$ cat src/rtl/tcc_pkg.sv
// text console cursor engine: shared package
// field widths, request and control codes, sequencer control struct
// no dependencies
`default_nettype none

package tcc_pkg;

  localparam int REQ_TYPE_W  = 2;
  localparam int CHAR_W      = 8;
  localparam int READ_COL_W  = 7;
  localparam int READ_ROW_W  = 5;
  localparam int CUR_COL_W   = 7;
  localparam int CUR_ROW_W   = 5;
  localparam int CUR_LIN_W   = 11;
  localparam int ATTR_W      = 8;
  localparam int CELL_W      = ATTR_W + CHAR_W;

  localparam logic [REQ_TYPE_W-1:0] REQ_PUT   = 2'd0;
  localparam logic [REQ_TYPE_W-1:0] REQ_CLEAR = 2'd1;
  localparam logic [REQ_TYPE_W-1:0] REQ_READ  = 2'd2;

  localparam logic [CHAR_W-1:0] CH_BS  = 8'd8;
  localparam logic [CHAR_W-1:0] CH_TAB = 8'd9;
  localparam logic [CHAR_W-1:0] CH_NL  = 8'd10;
  localparam logic [CHAR_W-1:0] CH_CR  = 8'd13;

  localparam logic [CHAR_W-1:0] BLANK_CHAR = 8'h20;
  localparam logic [ATTR_W-1:0] ATTR_RESET = 8'h0F;

  typedef struct packed {
    logic write;
    logic scroll;
  } tcc_put_ctl_t;

endpackage

`default_nettype wire

$ cat src/rtl/tcc_cursor.sv
// text console cursor engine: cursor update for one put-character word
// control codes, column wrap and row overflow; depends on tcc_pkg
`default_nettype none

module tcc_cursor import tcc_pkg::*; #(
  parameter int COLUMNS = 80,
  parameter int ROWS    = 25,
  parameter int CW      = $clog2(COLUMNS),
  parameter int RW      = $clog2(ROWS)
) (
  input  wire logic [CW-1:0]     col,
  input  wire logic [RW-1:0]     row,
  input  wire logic [CHAR_W-1:0] ch,
  output logic      [CW-1:0]     col_next,
  output logic      [RW-1:0]     row_next,
  output tcc_put_ctl_t           ctl
);

  logic [CW:0] c;
  logic [RW:0] r;
  logic [CW:0] tab_sum;

  always_comb begin
    c         = {1'b0, col};
    r         = {1'b0, row};
    tab_sum   = {1'b0, col} + (CW+1)'(8);
    ctl.write = 1'b0;
    case (ch)
      CH_NL: begin
        c = '0;
        r = {1'b0, row} + (RW+1)'(1);
      end
      CH_CR: begin
        c = '0;
      end
      CH_TAB: begin
        c = {tab_sum[CW:3], 3'b000};
      end
      CH_BS: begin
        if (col == '0) begin
          c = (CW+1)'(COLUMNS - 1);
          if (row != '0) begin
            r = {1'b0, row} - (RW+1)'(1);
          end
        end else begin
          c = {1'b0, col} - (CW+1)'(1);
        end
      end
      default: begin
        ctl.write = 1'b1;
        c = {1'b0, col} + (CW+1)'(1);
      end
    endcase
    if (c >= (CW+1)'(COLUMNS)) begin
      c = '0;
      r = r + (RW+1)'(1);
    end
    ctl.scroll = 1'b0;
    if (r >= (RW+1)'(ROWS)) begin
      ctl.scroll = 1'b1;
      r = (RW+1)'(ROWS - 1);
    end
    col_next = c[CW-1:0];
    row_next = r[RW-1:0];
  end

endmodule

`default_nettype wire

$ cat config.mk
export PLATFORM = sky130hd
export DESIGN_NAME = tcc_cursor
export DESIGN_NICKNAME = d
export VERILOG_FILES = /design/src/rtl/tcc_pkg.sv /design/src/rtl/tcc_cursor.sv
export SDC_FILE = /design/constraint.sdc
export NUM_CORES = 1
export LEC_CHECK = 0
export BUFFER_PORTS_ARGS = -buffer_cell sky130_fd_sc_hd__buf_2
export CORE_MARGIN = 5
export CORE_UTILIZATION = 57
export DETAILED_ROUTE_END_ITERATION = 12
export GPL_TIMING_DRIVEN = 0
export PLACE_DENSITY = 0.85
export SLEW_MARGIN = 20
export SYNTH_ARGS = -nofsm -noshare
export SYNTH_HDL_FRONTEND = slang
export SYNTH_SLANG_ARGS = --single-unit
$ cat constraint.sdc
create_clock -name vclk -period 4.7
set_clock_uncertainty 0.1 [all_clocks]
set_input_delay 0.94 -clock vclk [all_inputs]
set_output_delay 0.94 -clock vclk [all_outputs]
set_load 0.005 [all_outputs]
Word level (Yosys, flattened, before mapping). Index checks and enable logic that the tools add are counted.

Add/subtract/negate cells: 6. Magnitude comparators: 2. Equality and inequality tests: 4. Multiplexer cells: 10. Reductions and logical operators: 4.

Operators with widths (count): equality test 8 x 4 -> 1 bit (second input constant) (4); case mux 8 bit (3 select lines) (1); 2-to-1 mux 6 bit (3); case mux 6 bit (2 select lines) (1); adder 7 x 1 -> 8 bit (second input constant) (1); adder 7 x 4 -> 8 bit (second input constant) (1); >= comparator 8 x 7 -> 1 bit (second input constant) (1); 2-to-1 mux 8 bit (1); subtractor 7 x 1 -> 8 bit (second input constant) (1); logical NOT 7 bit (1); 2-to-1 mux 7 bit (1); adder 5 x 1 -> 6 bit (second input constant) (1); adder 6 x 1 -> 6 bit (second input constant) (1); >= comparator 6 x 5 -> 1 bit (second input constant) (1); subtractor 5 x 1 -> 6 bit (second input constant) (1); 2-to-1 mux 5 bit (1); nonzero test 5 bit (1); OR reduction 4 bit (1); 2-to-1 mux 1 bit (2); OR reduction 2 bit (1).

Bits in registers: 0. Input bits: 20. Logic and storage cells: 26.

Logic depth before layout (Yosys ltp). Gate-level depths: netlist of run 1.

Depth in word-level cells: 8. Gate-level depth with buffers: 12. Mapped depth without buffers: 12.

Worst setup path after synthesis of run 1. OpenSTA, ideal clock, no wires.

Path type: input to output. From: input port ch[2]. To: output port row_next[1]. Data arrival time: 3319 ps. Required time: 3660 ps. Setup slack: 341 ps. Cell stages on the path: 11. Path through: or4_1 -> buf_6 -> nor2_4 -> mux2_1 -> o21ai_1 -> ha_1 -> o21a_1 -> o211ai_1 -> mux2_2 -> o21a_4 -> nor4bb_4.

Word-level cells in the longest chain between the ends: 7.

Ends and longest elaborated chain: start: declaration (line tcc_cursor.sv:13) `input wire logic [CHAR_W-1:0] ch,`; equality test 8 x 4 -> 1 bit (line tcc_cursor.sv:28) `case (ch)`; OR reduction 2 bit (no source line); case mux 8 bit (3 select lines) (line tcc_cursor.sv:28); >= comparator 8 x 7 -> 1 bit (line tcc_cursor.sv:54) `if (c >= (CW+1)'(COLUMNS)) begin`; 2-to-1 mux 6 bit * (line tcc_cursor.sv:54); >= comparator 6 x 5 -> 1 bit (line tcc_cursor.sv:59) `if (r >= (RW+1)'(ROWS)) begin`; 2-to-1 mux 5 bit * (line tcc_cursor.sv:59); end: declaration (line tcc_cursor.sv:15) `output logic [RW-1:0] row_next,`.

Mark *: on every way between the ends. The rest lies on a longest branch, timed or not.

Worst setup path in the final report of run 1.
From: input port col[0]. To: output port row_next[1].

Word-level cells in the longest chain between the ends: 7.

Ends and longest elaborated chain: start: declaration (line tcc_cursor.sv:11) `input wire logic [CW-1:0] col,`; subtractor 7 x 1 -> 8 bit / logical NOT 7 bit (equally long branches) (line tcc_cursor.sv:46, tcc_cursor.sv:40); 2-to-1 mux 8 bit / 2-to-1 mux 6 bit (equally long branches) (line tcc_cursor.sv:40) `if (col == '0) begin`; case mux 8 bit (3 select lines) / case mux 6 bit (2 select lines) (equally long branches) (line tcc_cursor.sv:28); >= comparator 8 x 7 -> 1 bit / adder 6 x 1 -> 6 bit (equally long branches) (line tcc_cursor.sv:54, tcc_cursor.sv:56); 2-to-1 mux 6 bit * (line tcc_cursor.sv:54); >= comparator 6 x 5 -> 1 bit (line tcc_cursor.sv:59); 2-to-1 mux 5 bit * (line tcc_cursor.sv:59).

Marked as above.

==> results of run 1 <==
## where the power goes
group	total (mW)	internal [mW]	switching [mW]
registers	0	0	0
logic	0.141	0.0620	0.0786
clock network	0	0	0
## path summary, 6_finish.rpt
path                  cells past startpoint           to  slack, ns
worst min-delay path                      5  col_next[0]       2.28
worst max-delay path                     12  row_next[1]       0.08
## routing by layer
layer	GRT usage	vias to the layer above
met5	0	-
met4	0.0364	0
met3	0.0111	2
li1	-	755
met1	0.312	724
met2	0.369	87
## cell families (layout without fill, tap and decap cells)
family / count (synthesis) / after routing / share of synthesized area
simple gates: 84 / 84 / 0.394
mux: 4 / 4 / 0.0329
compound gates: 54 / 54 / 0.315
buf+inv: 25 / 57 / 0.106
fa+ha+maj: 8 / 8 / 0.0774
xor+xnor: 11 / 11 / 0.0745
## layout make-up
cell class | instances | area (um2)
multi-input cells | 161 | 1260
plain buffers | 8 | 66.3
well taps | 28 | 35.0
inverters | 15 | 56.3
fillers | 174 | 594
repair buffers | 34 | 178
## through the flow
stage / power (mW) / worst slack, ns / util / hold WS [ns]
after detailed placement: 0.127 / -0.140 / 0.677 / 2.25
final: 0.141 / 0.0783 / 0.729 / 2.28
after global placement: 0.122 / -0.0695 / 0.677 / 2.24
after floorplan: 0.0862 / 0.341 / - / 1.95
after CTS: 0.130 / 0.0212 / 0.690 / 2.27
after global routing: 0.153 / -0.0873 / 0.729 / 2.35
## synth_stat cells (3+ instances only)
cell and count:
sky130_fd_sc_hd__nor2_1 20, sky130_fd_sc_hd__o21ai_0 9, sky130_fd_sc_hd__buf_2 3, sky130_fd_sc_hd__a31oi_1 5, sky130_fd_sc_hd__o21ai_2 3, sky130_fd_sc_hd__nand2b_1 4
sky130_fd_sc_hd__inv_1 15, sky130_fd_sc_hd__nand3_1 5, sky130_fd_sc_hd__nand4_1 5, sky130_fd_sc_hd__nand2_1 12, sky130_fd_sc_hd__xnor2_1 8, sky130_fd_sc_hd__xor2_1 3
sky130_fd_sc_hd__a21oi_1 13, sky130_fd_sc_hd__ha_1 8, sky130_fd_sc_hd__and3_1 4, sky130_fd_sc_hd__nor3_1 9
## repair_timing
item / in CTS / in global routing
pin swaps: 2 / 6
cloned: 0 / 0
endpoints found under the setup margin: 3 / 5
endpoints found under the hold margin: 0 / 0
resized for setup: 3 / 19
buffers inserted: 2 / 1
==> flow_summary.yaml, run 1 <==
layout:
  final_layout_size_suffix_gt1_frac: 0.353
  area.sequential_um2: 0
  commonest_non_fill_non_tap_cell_in_the_layout: "sky130_fd_sc_hd__buf_2"
  finalNonFillerCells: 246
  final_nets: 248
  mostFrequentLayoutCells: "sky130_fd_sc_hd__buf_2, sky130_fd_sc_hd__nor2_1, sky130_fd_sc_hd__inv_1, sky130_fd_sc_hd__a21oi_1, sky130_fd_sc_hd__nand2_1"
  final.clkbuf_count: 0
  layout.sequential_cells: 0
  synthToLayoutAreaGrowth_pct: 23.4
  insertedDiodeCount: 0
  final_cell_area_um2: 1600
job:
  drv_cap: 0
synth:
  syn-num-nets: 214
  synthesis.yosys.warnings: 0
  netlist_area_um2: 1290
  synthesis.instances: 186
  post-synth-top-area-fraction: 0.0774
  synthDominantAreaCellType: "sky130_fd_sc_hd__ha_1"
  synth_seq_area_share: 0
  synthTopCellsByArea: "sky130_fd_sc_hd__ha_1, sky130_fd_sc_hd__nor2_1, sky130_fd_sc_hd__xnor2_1, sky130_fd_sc_hd__a21oi_1, sky130_fd_sc_hd__inv_1"
  synth.distinct_cells: 63
  syn_area_per_cell_um2: 6.96
sta:
  worst_slew_margin_rel: 0.673
  finalCritPeriodShare: 0.983
  finalSetupViolCount: 0
  min_period_ns: 4.62
  drv_slew: 0
  final-hold-violation-count: 0
  max_clock_freq_ghz: 0.216
  max_slew.worst_pin.slew_ns: 0.490
  setup_total_negative_slack_ns: 0
worst_hold_path:
  worst_hold_path_type: "primary input to output port"
  holdCritStartpoint: "col[0]"
power:
  leakagePower_nw: 0.677
  ir_drop_v: 0.0000522
  power_per_cell_area_nw_per_um2: 88.0
placed_design:
  dpl_cells: 245
  placement.cell_area_um2: 1480
  buffer_ports.inserted: 31
  hpwl_mm: 2.93
  gp_congestion: 0.905
grt:
  number_of_global_route_vias_before_repair: 1394
  grt_start_max_net_pins: 11
  grt_first_pass_wirelength_mm: 6.19
  grt_usage: 0.220
  grt_antenna_before_repair: 0
  global_route_overflow: 0
route:
  route.antenna.remaining_nets: 0
  top_layer: "met4"
  iteration_0_drc_markers: 103
  drc: 0
  m1WireLength_mm: 1.70
  avgRoutedWirePerCell_um: 16.4
  route.met2.wl_mm: 1.98
  route.vias.total: 1568
  wl_mm: 4.02
  viasPerCell: 6.37
  routed-wl-met3_um: 316
  dr.pass1.iters: 4
worst_setup_path:
  worstPathBufferInverterCount: 3
  cp-end-kind: "output port"
  worst_ep_arrival_time_ns: 3.58
  cp_top_family: "compound AO/OA/AOI/OAI gates"
  worst_path_max_delay_cell: "sky130_fd_sc_hd__or3b_2"
  setup.worst_path.class: "primary input to output port"
  crit_path_start: "col[0]"
  timing.critical_path.required_ns: 3.66
  critPathMaxStageDelay_ns: 0.46
  critPathMostFrequentCell: "sky130_fd_sc_hd__buf_2"
  cp_cell_sequence: "buf_2 -> inv_1 -> ha_2 -> or3b_2 -> a211o_1 -> a31oi_4 -> o21ai_2 -> a21oi_2 -> mux2_2 -> o21a_4 -> nor4bb_4 -> buf_2"
  startpoint_type: "primary input"
  crit_path_max_fanout: 6
floorplan:
  floorplan.initialDensity: 0.591
  placeableCoreArea_um2: 2190
  fp.dieW_um: 57.6
  rows: 17
  num_io_pins: 34
  die_y_um: 57.6
  floorplan.die_area_um2: 3320
outcome:
  run_status: "finished, final reports clean"
clock_tree:
  holdBufCountCts: 0
No activity file was read; power rests on OpenSTA's default activity.
==> run 2, diff against run 1 <==
- ABC_AREA: unset -> 1
==> run 2 against run 1 <==
Global-route usage is 3.6 points lower. Combinational power down 16%. Die area rose by 0.56%. Sequential share of layout area stayed put. Via count shrank 0.45%. Synthesized cell count grew 33%. Setup slack better by 0.089 ns.
==> flow_summary.yaml, run 2 <==
layout:
  final_layout_size_suffix_gt1_frac: 0.279
  mostFrequentLayoutCells: "sky130_fd_sc_hd__nand2_1, sky130_fd_sc_hd__buf_2, sky130_fd_sc_hd__nor2_1, sky130_fd_sc_hd__inv_1, sky130_fd_sc_hd__nand3_1"
  synthToLayoutAreaGrowth_pct: 15.2
  post-route-util: 0.685
  insertedDiodeCount: 0
  final_cell_area_um2: 1500
  finalNonFillerCells: 308
  final.clkbuf_count: 0
  final_nets: 310
  area.sequential_um2: 0
  layout.sequential_cells: 0
  commonest_non_fill_non_tap_cell_in_the_layout: "sky130_fd_sc_hd__nand2_1"
route:
  wl_mm: 3.07
  route.antenna.remaining_nets: 0
  iteration_0_drc_markers: 37
  dr.pass1.iters: 4
  viasPerCell: 5.07
  drc: 0
  route.vias.total: 1561
  avgRoutedWirePerCell_um: 9.95
worst_setup_path:
  critPathMaxStageDelay_ns: 0.26
  critPathMostFrequentCell: "sky130_fd_sc_hd__inv_1"
  cp-end-kind: "output port"
  setup.worst_path.class: "primary input to output port"
  worst_ep_arrival_time_ns: 3.49
  crit_path_max_fanout: 7
  cp_cell_sequence: "buf_2 -> inv_1 -> ha_2 -> inv_1 -> nor2_1 -> nand3_4 -> nor2_4 -> nand2_2 -> nand2_1 -> xor2_2 -> inv_1 -> ha_1 -> nand3b_1 -> nand2_1 -> nand3_1 -> nand2_1 -> inv_1 -> nand3_1 -> nand2_2 -> nand2_4 -> nor2_1 -> buf_2"
  worst_path_max_delay_cell: "sky130_fd_sc_hd__ha_2"
  timing.critical_path.required_ns: 3.66
  startpoint_type: "primary input"
placed_design:
  dpl_cells: 308
  buffer_ports.inserted: 32
  hpwl_mm: 2.65
  dpl_worst_slack_ns: 0.148
  placement.cell_area_um2: 1500
  gp_congestion: 0.947
sta:
  final-hold-violation-count: 0
  finalSetupViolCount: 0
  setup_repair_after_global_routing_missed_its_margin: "false"
  finalCritPeriodShare: 0.964
  min_period_ns: 4.53
  setup_total_negative_slack_ns: 0
  max_slew.worst_pin.slew_ns: 0.252
  setup_ws_ns: 0.168
  worst_slew_margin_rel: 0.832
  drv_slew: 0
  max_clock_freq_ghz: 0.221
  timing.hold.ws_ns: 2.22
synth:
  synth.distinct_cells: 31
  synthTopCellsByArea: "sky130_fd_sc_hd__nand2_1, sky130_fd_sc_hd__nand3_1, sky130_fd_sc_hd__nor2_1, sky130_fd_sc_hd__inv_1, sky130_fd_sc_hd__ha_1"
  netlist_area_um2: 1300
  synthMostInstantiatedCell: "sky130_fd_sc_hd__nand2_1"
  synthesis.instances: 248
  synth_commonest_cells: "sky130_fd_sc_hd__nand2_1, sky130_fd_sc_hd__nor2_1, sky130_fd_sc_hd__inv_1, sky130_fd_sc_hd__nand3_1, sky130_fd_sc_hd__nand2_2"
  synthDominantAreaCellType: "sky130_fd_sc_hd__nand2_1"
  synth_seq_area_share: 0
  synthesis.yosys.warnings: 0
  syn-num-nets: 276
  post-synth-top-area-fraction: 0.225
  syn_area_per_cell_um2: 5.25
worst_hold_path:
  hold_end: "col_next[2]"
  timing.hold.worst_path_depth: 5
  worst_hold_path_type: "primary input to output port"
  holdCritStartpoint: "col[2]"
floorplan:
  fp.dieW_um: 57.8
  floorplan.initialDensity: 0.595
  die_y_um: 57.8
  floorplan.die_area_um2: 3340
  rows: 17
  num_io_pins: 34
  placeableCoreArea_um2: 2190
power:
  ir_drop_v: 0.0000496
  power.total_mw: 0.118
  power_per_cell_area_nw_per_um2: 78.7
  leakagePower_nw: 0.862
grt:
  grt_usage: 0.184
  grt_first_pass_wirelength_mm: 5.22
  grt_antenna_before_repair: 0
  global_route_overflow: 0
  grt_start_max_net_pins: 11
  number_of_global_route_vias_before_repair: 1300
job:
  drv_cap: 0
clock_tree:
  holdBufCountCts: 0
  ctsResizeCount: 0
  postCtsSetupRepairBufs: 0
outcome:
  run_status: "finished, final reports clean"
==> run 2: cell count changes after synthesis, sizes merged, moves of 4 or more <==
| cell | delta |
|---|---|
| nand2b | -4 |
| nand2 | +82 |
| a21oi | -11 |
| inv | +19 |
| o21ai | -7 |
| nor2 | +24 |
| and3 | -4 |
| xnor2 | -7 |
| nand3 | +27 |
| nor3 | -9 |
==> run 2: how the worst max path moves through the flow <==
stage	startpoint	end	slack, ns	cells after the start
3_3_place_gp	col[0]	row_next[0]	0.21	22
5_1_grt	col[0]	row_next[1]	0.002	22
2_1_floorplan	col[0]	row_next[0]	0.65	20
6_report	col[0]	row_next[0]	0.17	22
4_1_cts	col[0]	row_next[0]	0.14	22
3_5_place_dp	col[0]	row_next[0]	0.15	22
==> run 2: final cells by class <==
class              count  area, um2
inverters             34        128
plain buffers          4       32.5
fillers              211        691
well taps             28       35.0
multi-input cells    210       1140
repair buffers        32        160
==> run 2: cell families after synthesis <==
kind of cell / count (synthesis) / synth area share
AND/OR/NAND/NOR: 182 / 0.688
buffers and inverters: 38 / 0.123
AO/OA/AOI/OAI: 14 / 0.0663
adder cells (fa/ha/maj): 8 / 0.0769
XOR/XNOR: 6 / 0.0461
==> run 2: where the power goes <==
group | internal [mW] | leakage (nW) | switching (mW) | total [mW]
registers | 0 | 0 | 0 | 0
logic | 0.0479 | 0.862 | 0.0702 | 0.118
clock network | 0 | 0 | 0 | 0
==> run 2: metal layers <==
layer  global-route usage  vias up  wire length, um
met5                    0        -                0
met1                0.259      674             1460
met3                    0        0              168
li1                     -      848                -
met2                0.331       39             1430
met4              0.00662        0                0
==> run 2: worst max-delay path, delay by kind of cell <==
kind,cells,cell delay (ns)
adders and majority gates,2,0.48
xor gates and xnor gates,1,0.20
buffers and inverters,6,0.58
and+or+nand+nor,13,1.29
